### config.mk
export PLATFORM = sky130hd
export DESIGN_NAME = agc_attack_release_limiter
export DESIGN_NICKNAME = d
export VERILOG_FILES = /design/src/rtl/agc_pkg.sv /design/src/rtl/agc_cfg.sv /design/src/rtl/agc_ctrl.sv /design/src/rtl/agc_dp.sv /design/src/rtl/agc_attack_release_limiter.sv
export SDC_FILE = /design/constraint.sdc
export NUM_CORES = 2
export LEC_CHECK = 0
export BUFFER_PORTS_ARGS = -buffer_cell sky130_fd_sc_hd__buf_2
export CORE_ASPECT_RATIO = 0.6
export CORE_MARGIN = 10
export CORE_UTILIZATION = 60
export DETAILED_ROUTE_END_ITERATION = 7
export PLACE_DENSITY = 0.85
export SYNTH_ARGS = -nofsm -noshare
export SYNTH_HDL_FRONTEND = slang
export SYNTH_HIERARCHICAL = 1
export SYNTH_SLANG_ARGS = --single-unit
### constraint.sdc
create_clock -name i_clk -period 8.8 [get_ports i_clk]
set_input_delay 1.76 -clock i_clk [delete_from_list [all_inputs] [get_ports i_clk]]
set_output_delay 1.76 -clock i_clk [all_outputs]
set_load 0.02 [all_outputs]
### src/rtl/agc_pkg.sv
// Shared types and constants for the attack/release gain control block.
// Used by agc_cfg, agc_ctrl, agc_dp and agc_attack_release_limiter.
`timescale 1ns / 1ps

package agc_pkg;

    localparam int SAMPLE_W = 16;
    localparam int GAIN_W   = 16;
    localparam int CFG_IDX_W  = 8;
    localparam int CFG_DATA_W = 16;
    localparam int CEIL_W   = 15;
    localparam int QUO_W    = 28;           // target << 12
    localparam int REM_W    = 17;
    localparam int BITS_PER_STEP = 2;
    localparam int DIV_STEPS = QUO_W / BITS_PER_STEP;
    localparam int CNT_W    = $clog2(DIV_STEPS);
    localparam int ACC_W    = 33;
    localparam int PROD_W   = 48;

    localparam logic [GAIN_W-1:0] GAIN_UNITY = 16'd4096;
    localparam logic [GAIN_W-1:0] GAIN_FLOOR = 16'd410;
    localparam logic [15:0]       ENV_MIN    = 16'd6;

    // register indexes
    localparam logic [CFG_IDX_W-1:0] REG_TARGET  = 8'd0;
    localparam logic [CFG_IDX_W-1:0] REG_MAXGAIN = 8'd1;
    localparam logic [CFG_IDX_W-1:0] REG_TRIM    = 8'd2;
    localparam logic [CFG_IDX_W-1:0] REG_CEILING = 8'd3;
    localparam logic [CFG_IDX_W-1:0] REG_ATTACK  = 8'd4;
    localparam logic [CFG_IDX_W-1:0] REG_RELEASE = 8'd5;

    typedef struct packed {
        logic [15:0]       target_level;
        logic [15:0]       max_gain;
        logic [15:0]       trim_gain;
        logic [CEIL_W-1:0] ceiling_level;
        logic [15:0]       attack_coeff;
        logic [15:0]       release_coeff;
    } t_cfg;

    typedef enum logic [2:0] {
        S_IDLE,
        S_DIV,
        S_CLAMP,
        S_SMA,
        S_SMB,
        S_UPD,
        S_TRIM,
        S_FIN
    } t_state;

    typedef struct packed {
        logic load;
        logic div_step;
        logic clamp;
        logic smooth_a;
        logic smooth_b;
        logic update;
        logic trim;
        logic emit;
    } t_cmd;

endpackage

### src/rtl/agc_cfg.sv
// Configuration register file for the gain control block.
// Depends on agc_pkg.
`timescale 1ns / 1ps

module agc_cfg (
    input  logic                           i_clk,
    input  logic                           i_rst_n,
    input  logic                           i_cfg_we,
    input  logic [agc_pkg::CFG_IDX_W-1:0]  i_cfg_idx,
    input  logic [agc_pkg::CFG_DATA_W-1:0] i_cfg_data,
    output agc_pkg::t_cfg                  o_cfg
);
    import agc_pkg::*;

    t_cfg r_cfg;

    always_ff @(posedge i_clk) begin
        if (!i_rst_n) begin
            r_cfg.target_level  <= 16'd16384;
            r_cfg.max_gain      <= 16'd16384;
            r_cfg.trim_gain     <= 16'd4096;
            r_cfg.ceiling_level <= 15'd32767;
            r_cfg.attack_coeff  <= 16'd65000;
            r_cfg.release_coeff <= 16'd65500;
        end else if (i_cfg_we) begin
            case (i_cfg_idx)
                REG_TARGET:  r_cfg.target_level  <= i_cfg_data;
                REG_MAXGAIN: r_cfg.max_gain      <= i_cfg_data;
                REG_TRIM:    r_cfg.trim_gain     <= i_cfg_data;
                REG_CEILING: r_cfg.ceiling_level <= i_cfg_data[CEIL_W-1:0];
                REG_ATTACK:  r_cfg.attack_coeff  <= i_cfg_data;
                REG_RELEASE: r_cfg.release_coeff <= i_cfg_data;
                default: ;
            endcase
        end
    end

    assign o_cfg = r_cfg;

endmodule

### src/rtl/agc_ctrl.sv
// Sequencer for the gain control block: handshakes and datapath commands.
// Depends on agc_pkg.
`timescale 1ns / 1ps

module agc_ctrl (
    input  logic          i_clk,
    input  logic          i_rst_n,
    input  logic          i_in_valid,
    output logic          o_in_ready,
    output logic          o_out_valid,
    input  logic          i_out_ready,
    output agc_pkg::t_cmd o_cmd
);
    import agc_pkg::*;

    t_state           r_state, n_state;
    logic [CNT_W-1:0] r_cnt, n_cnt;
    logic             r_out_valid, n_out_valid;
    logic             out_free;
    logic             div_last;

    assign out_free = !r_out_valid || i_out_ready;
    assign div_last = (r_cnt == CNT_W'(DIV_STEPS - 1));

    always_ff @(posedge i_clk) begin
        if (!i_rst_n) begin
            r_state     <= S_IDLE;
            r_cnt       <= '0;
            r_out_valid <= 1'b0;
        end else begin
            r_state     <= n_state;
            r_cnt       <= n_cnt;
            r_out_valid <= n_out_valid;
        end
    end

    // next state
    always_comb begin
        n_state = r_state;
        n_cnt   = r_cnt;
        case (r_state)
            S_IDLE: begin
                n_cnt = '0;
                if (i_in_valid) n_state = S_DIV;
            end
            S_DIV: begin
                n_cnt = r_cnt + 1'b1;
                if (div_last) n_state = S_CLAMP;
            end
            S_CLAMP: n_state = S_SMA;
            S_SMA:   n_state = S_SMB;
            S_SMB:   n_state = S_UPD;
            S_UPD:   n_state = S_TRIM;
            S_TRIM:  n_state = S_FIN;
            S_FIN: begin
                if (out_free) n_state = S_IDLE;
            end
            default: n_state = S_IDLE;
        endcase
    end

    // outputs
    always_comb begin
        o_cmd       = '0;
        o_in_ready  = 1'b0;
        n_out_valid = r_out_valid && !i_out_ready;
        case (r_state)
            S_IDLE: begin
                o_in_ready = 1'b1;
                o_cmd.load = i_in_valid;
            end
            S_DIV:   o_cmd.div_step = 1'b1;
            S_CLAMP: o_cmd.clamp    = 1'b1;
            S_SMA:   o_cmd.smooth_a = 1'b1;
            S_SMB:   o_cmd.smooth_b = 1'b1;
            S_UPD:   o_cmd.update   = 1'b1;
            S_TRIM:  o_cmd.trim     = 1'b1;
            S_FIN: begin
                o_cmd.emit = out_free;
                if (out_free) n_out_valid = 1'b1;
            end
            default: ;
        endcase
    end

    assign o_out_valid = r_out_valid;

endmodule

### src/rtl/agc_dp.sv
// Datapath: radix-4 restoring divider, gain clamp, one-pole smoother,
// sample gain/trim multiplies, rounding and ceiling clip. Depends on agc_pkg.
`timescale 1ns / 1ps

module agc_dp (
    input  logic                          i_clk,
    input  logic                          i_rst_n,
    input  agc_pkg::t_cmd                 i_cmd,
    input  agc_pkg::t_cfg                 i_cfg,
    input  logic signed [agc_pkg::SAMPLE_W-1:0] i_sample_in,
    input  logic [15:0]                   i_envelope,
    output logic signed [agc_pkg::SAMPLE_W-1:0] o_sample_out,
    output logic [agc_pkg::GAIN_W-1:0]    o_current_gain
);
    import agc_pkg::*;

    logic [SAMPLE_W-1:0] r_mag;
    logic                r_neg;
    logic [15:0]         r_env;
    logic [REM_W-1:0]    r_rem, n_rem;
    logic [QUO_W-1:0]    r_quo, n_quo;
    logic [GAIN_W-1:0]   r_desired, n_desired;
    logic [16:0]         r_cinv;
    logic [ACC_W-1:0]    r_acc;
    logic [GAIN_W-1:0]   r_gain;
    logic [PROD_W-1:0]   r_prod;
    logic signed [SAMPLE_W-1:0] r_out_sample;
    logic [GAIN_W-1:0]   r_out_gain;

    logic [SAMPLE_W-1:0] in_mag;
    logic [15:0]         coeff;
    logic [GAIN_W-1:0]   new_gain;
    logic [PROD_W-1:0]   rounded;
    logic [23:0]         out_mag;
    logic [CEIL_W-1:0]   lim_mag;
    logic [SAMPLE_W-1:0] signed_res;

    assign in_mag = i_sample_in[SAMPLE_W-1] ? (~i_sample_in + 1'b1) : i_sample_in;

    // two quotient bits per cycle
    always_comb begin
        n_rem = r_rem;
        n_quo = r_quo;
        for (int k = 0; k < BITS_PER_STEP; k++) begin
            n_rem = {n_rem[REM_W-2:0], n_quo[QUO_W-1]};
            n_quo = {n_quo[QUO_W-2:0], 1'b0};
            if (n_rem >= {1'b0, r_env}) begin
                n_rem    = n_rem - {1'b0, r_env};
                n_quo[0] = 1'b1;
            end
        end
    end

    // tiny envelope means unity gain, then clamp to [0.1, max_gain]
    always_comb begin
        if (r_env <= ENV_MIN) begin
            n_desired = GAIN_UNITY;
            if (GAIN_UNITY > i_cfg.max_gain) n_desired = i_cfg.max_gain;
        end else if (r_quo < QUO_W'(GAIN_FLOOR)) begin
            n_desired = GAIN_FLOOR;
        end else if (r_quo > QUO_W'(i_cfg.max_gain)) begin
            n_desired = i_cfg.max_gain;
        end else begin
            n_desired = r_quo[GAIN_W-1:0];
        end
    end

    assign coeff    = (r_desired > r_gain) ? i_cfg.attack_coeff : i_cfg.release_coeff;
    assign new_gain = r_acc[31:16];

    assign rounded = r_prod + PROD_W'(1 << 23);
    assign out_mag = rounded[47:24];
    assign lim_mag = (out_mag > 24'(i_cfg.ceiling_level)) ? i_cfg.ceiling_level
                                                           : out_mag[CEIL_W-1:0];
    assign signed_res = r_neg ? (~{1'b0, lim_mag} + 1'b1) : {1'b0, lim_mag};

    always_ff @(posedge i_clk) begin
        if (!i_rst_n) begin
            r_gain <= GAIN_UNITY;
        end else if (i_cmd.update) begin
            r_gain <= new_gain;
        end
    end

    always_ff @(posedge i_clk) begin
        if (i_cmd.load) begin
            r_mag <= in_mag;
            r_neg <= i_sample_in[SAMPLE_W-1];
            r_env <= i_envelope;
            r_rem <= '0;
            r_quo <= {i_cfg.target_level, 12'd0};
        end
        if (i_cmd.div_step) begin
            r_rem <= n_rem;
            r_quo <= n_quo;
        end
        if (i_cmd.clamp) r_desired <= n_desired;
        if (i_cmd.smooth_a) begin
            r_acc  <= ACC_W'(coeff * r_gain);
            r_cinv <= 17'h10000 - {1'b0, coeff};
        end
        if (i_cmd.smooth_b) begin
            r_acc <= r_acc + ACC_W'(r_cinv * r_desired) + ACC_W'(32768);
        end
        if (i_cmd.update) r_prod <= PROD_W'(r_mag * new_gain);
        if (i_cmd.trim)   r_prod <= PROD_W'(r_prod[31:0] * i_cfg.trim_gain);
        if (i_cmd.emit) begin
            r_out_sample <= signed_res;
            r_out_gain   <= r_gain;
        end
    end

    assign o_sample_out   = r_out_sample;
    assign o_current_gain = r_out_gain;

endmodule

### src/rtl/agc_attack_release_limiter.sv
// Automatic gain control with attack/release smoothing and output ceiling.
// One input item (sample, envelope) gives one result item (sample, gain).
// An item passes from acceptance to the result register through the accept
// state, the radix-4 restoring divider that forms target/envelope, and the
// steps for clamp, two smoothing multiplies, gain and trim multiplies and
// the final clip. Unless the output stalls, the divider sets the rate;
// the next item is accepted while a finished result still waits on the
// output. Configuration writes are taken at any time but must only be made
// while no item is in flight. Depends on agc_pkg, agc_cfg, agc_ctrl, agc_dp.
`timescale 1ns / 1ps

module agc_attack_release_limiter (
    input  logic                           i_clk,
    input  logic                           i_rst_n,
    input  logic                           s_axis_tvalid,
    output logic                           s_axis_tready,
    input  logic [31:0]                    s_axis_tdata,   // [15:0] sample_in, [31:16] envelope
    output logic                           m_axis_tvalid,
    input  logic                           m_axis_tready,
    output logic [31:0]                    m_axis_tdata,   // [15:0] sample_out, [31:16] current_gain
    input  logic                           i_cfg_we,
    input  logic [agc_pkg::CFG_IDX_W-1:0]  i_cfg_idx,
    input  logic [agc_pkg::CFG_DATA_W-1:0] i_cfg_data
);
    import agc_pkg::*;

    t_cfg  cfg;
    t_cmd  cmd;
    logic signed [SAMPLE_W-1:0] sample_out;
    logic [GAIN_W-1:0]          current_gain;

    agc_cfg u_cfg (
        .i_clk      (i_clk),
        .i_rst_n    (i_rst_n),
        .i_cfg_we   (i_cfg_we),
        .i_cfg_idx  (i_cfg_idx),
        .i_cfg_data (i_cfg_data),
        .o_cfg      (cfg)
    );

    agc_ctrl u_ctrl (
        .i_clk       (i_clk),
        .i_rst_n     (i_rst_n),
        .i_in_valid  (s_axis_tvalid),
        .o_in_ready  (s_axis_tready),
        .o_out_valid (m_axis_tvalid),
        .i_out_ready (m_axis_tready),
        .o_cmd       (cmd)
    );

    agc_dp u_dp (
        .i_clk          (i_clk),
        .i_rst_n        (i_rst_n),
        .i_cmd          (cmd),
        .i_cfg          (cfg),
        .i_sample_in    (s_axis_tdata[15:0]),
        .i_envelope     (s_axis_tdata[31:16]),
        .o_sample_out   (sample_out),
        .o_current_gain (current_gain)
    );

    assign m_axis_tdata = {current_gain, sample_out};

endmodule
==> summary.md <==
| Metric | Value |
|---|---|
| Initial antenna violation count | `12` |
| Share of layout cells above drive strength 1 | `5.731%` |
| Die Footprint | `0.1124 mm²` |
| Leading cell types in the layout, fill and taps excluded | `1,213 x inv_1, 1,072 x nand2_1, 1,046 x fa_1` |
| Data required time of the critical path | `a little over 9 ns` |
| Avg Cell Area, Syn | `9.195 µm²` |
| Switching part of the total | `approximately 45%` |
| Final Util | `63.80%` |
| Fmax | `0.1209 GHz` |
| Xor/xnor share of the synthesized area | `3.038%` |
| NumNets Final | `8,078` |
| TritonCTS clock tree | `built` |
| Initial Utilization | `60.48%` |
| Cell count after synthesis | `about 6.5k` |
| Post-synth top area cell | `fa_1` |
| GRT Util Overall | `31.94%` |
| RePlAce Congestion | `around 1.1` |
| Syn Nets | `8,092` |
| Maximum root-to-sink buffer count | `3` |
| Detailed Routing Iterations Pass 1 | `6` |
| Netlist cell types | `between 80 and 90` |
| Max-slew violations | `0` |
| WS Path Type | `flop to flop` |
| Clock root buffer master | `clkbuf_16` |
| Yosys top cell area share | `about a third` |
| Io pins | `95` |
| Final setup vio count | `0` |
| Gate power share | `57.1%` |
| H-tree depth | `2` |
| Synth async-reset ratio | `0%` |
| CP max stage cell | `o41ai_2` |
| Die H | `263.7 µm` |
| Fin Hold WS | `0.4665 ns` |
| Global route overflow | `0` |
| Critical path endpoint category | `flop` |
| CTS clk-pin slew, worst paths | `0.06 ns` |
| Top cell by count, worst path | `fa_1` |
| Netlist Area Pre-Place | `0.05940 mm²` |
| Final Hold Viols | `0` |
| Setup_tns | `0 ns` |
| Commonest non-fill, non-tap cell in the layout | `inv_1` |
| Register area share after synthesis | `between 10% and 20%` |
| Final WL | `around 180,000 µm` |
| Port-buffer cells | `94` |
| Max incr delay on CP | `0.61 ns` |
| Period utilization | `94.01%` |
| Fill cell count | `7,920` |
| Die X | `426.2 µm` |
| Synth Area in Simple Gates | `16.02%` |
| Final antenna-violating net count | `0` |
| Post-synthesis mux area share | `around 3.2%` |
| Pint | `4.689 mW` |
| Post-cts sizing count | `0` |
| Tot Pwr | `between 8 and 9 mW` |
| Worst slew pin tran | `1.335 ns` |
| Clock Skew | `0.06995 ns` |
| Vias in the first global route | `48.81k` |
| Worst rel slew slack | `between 10% and 20%` |
| # hold bufs at CTS | `0` |
| Clk_lat worst skew | `0.63 ns` |
| RSZ-0062 raised after global routing | `no` |
| Core Region | `a little under 0.1 mm²` |
| Synth Area in Adders | `46.31%` |
| EDFF count, synth | `222` |
| WP data arrival | `8.66 ns` |
| Post-CTS setup buffers | `0` |
| P_sw | `between 3 and 4 mW` |
| Tmin final | `slightly above 8 ns` |
| Post-Place Worst Slack | `between 0.6 and 0.7 ns` |
| Yosys Warn Count | `6` |
| Number of max-cap violations | `0` |
| Drt initial violations | `5,333` |
| First-pass GRT wire length | `between 200,000 and 300,000 µm` |
| Post-synthesis compound-gate area fraction | `6.598%` |
| Status | `finished, final reports clean` |
| Area Growth Syn to Fin | `5.492%` |
| Post-route setup slack | `around 0.53 ns` |
| Vias after detailed routing | `46.67k` |
| Worst-path fanout max | `21` |
| Clk pwr share | `19.2%` |
| Sequential Power Share | `23.7%` |
| Rows | `89` |
| Largest net degree at the start of global routing | `between 70 and 80` |
| Vias/cell | `5.982` |
| Setup crit start kind | `flop` |
| Drt drc | `0` |
| Max VDD drop | `0.4066 mV` |
| Num Clock Sinks | `341` |
| Synth top area cells | `fa_1 35%, edfxtp_1 11%, ha_1 11%` |
| Synth Register Bits | `341` |
| Power density cells | `136.3 mW/mm²` |
| Clock buffer count from CTS | `38` |
| Top_reg_cell synth | `edfxtp_1` |
| Leak pwr | `29.64 nW` |
| DP Wirelength | `141,900 µm` |
| Combinational family with the most area after synthesis | `adder cells` |
| DR WL/cell | `22.83 µm` |
| Worst Hold Class | `flop to flop` |
[stage by stage]
stage | instances | cell area (µm²)
floorplan | 6460 | 59400
global placement | 7725 | 61440
detailed placement | 7725 | 61440
CTS | 7793 | 62640
global route | 7798 | 62650
finish | 7801 | 62660
[state kept, by name, summed over array words and instances (netlist names)]
name	flops
u_cfg/o_cfg	95
u_dp/r_prod	48
u_dp/r_acc	32
u_dp/r_quo	28
u_dp/r_cinv	17
u_dp/o_current_gain	16
u_dp/o_sample_out	16
u_dp/r_desired	16
u_dp/r_env	16
u_dp/r_gain	16
u_dp/r_mag	16
u_dp/r_rem	16
u_ctrl/r_cnt	4
u_ctrl/r_state	3
u_ctrl/o_out_valid	1
u_dp/r_neg	1
[area by class of cell]
class / instances / area, µm² / area share (%)
inverters: 1218 / 4572 / 7.296
clock buffers: 47 / 1006 / 1.605
repair buffers: 225 / 1469 / 2.344
diodes: 8 / 20.02 / 0.03195
multi-input cells: 4622 / 44700 / 71.34
clock inverters: 21 / 190.2 / 0.3035
flip-flops and latches: 341 / 9050 / 14.44
well taps: 1319 / 1650 / 2.634
[synthesized netlist by cell type (all sizes together), types with 41 or more instances]
cell and number:
inv 1214, nand2 1072, fa 1046, ha 525, and2 387, clkbuf 253
edfxtp 222, nor2 221, a21oi 183, xnor2 138, o21ai 135, mux2i 133
dfxtp 119, nor2b 96, a21o 83, xor2 68, nand3 56, mux2 51
nor3 41
[critical path, delay by kind of cell, from the launching register on]
kind,cells,cell delay [ns]
AOI/OAI and AO/OA,11,2.87
adders and majority gates,8,3.32
buffers and inverters,6,0.77
DFF,1,0.31
muxes,1,0.30
and+or+nand+nor,4,0.47
[layer usage]
metal  track usage [%]  share of wire (%)  vias up
li1                  -                  -    20050
met1             46.59                 41    23100
met2             42.95                 39     3136
met3             13.44                 17      376
met4             8.876                3.0        2
met5            0.2192             0.0051        -
[power groups by stage]
| stage | Clock [mW] | Sequential [mW] | Combinational [mW] |
|---|---|---|---|
| floorplan | 0 | 2.01 | 3.32 |
| global route | 1.73 | 2.03 | 5.33 |
| CTS | 1.66 | 2.02 | 4.69 |
| finish | 1.64 | 2.03 | 4.87 |
| detailed placement | 0 | 2.05 | 4.65 |
| global placement | 0 | 2.05 | 4.52 |
[logic make-up after synthesis]
kind of cell / after synthesis
adders and majority gates: 1571
DFF: 341
muxes: 184
xor gates and xnor gates: 206
and+or+nand+nor: 2044
buffers and inverters: 1497
AOI/OAI and AO/OA: 617
[worst paths after layout]
check                  startpoint              end  slack (ns)  cells past startpoint
setup / recovery   u_dp/r_gain[2]   u_dp/r_acc[31]        0.53                     30
hold / removal    u_cfg/o_cfg[84]  u_cfg/o_cfg[84]        0.47                      2
setup reg to reg   u_dp/r_gain[2]   u_dp/r_acc[31]        0.53                     30
hold reg to reg   u_cfg/o_cfg[84]  u_cfg/o_cfg[84]        0.47                      2
Power figures use the tool's default switching activity.
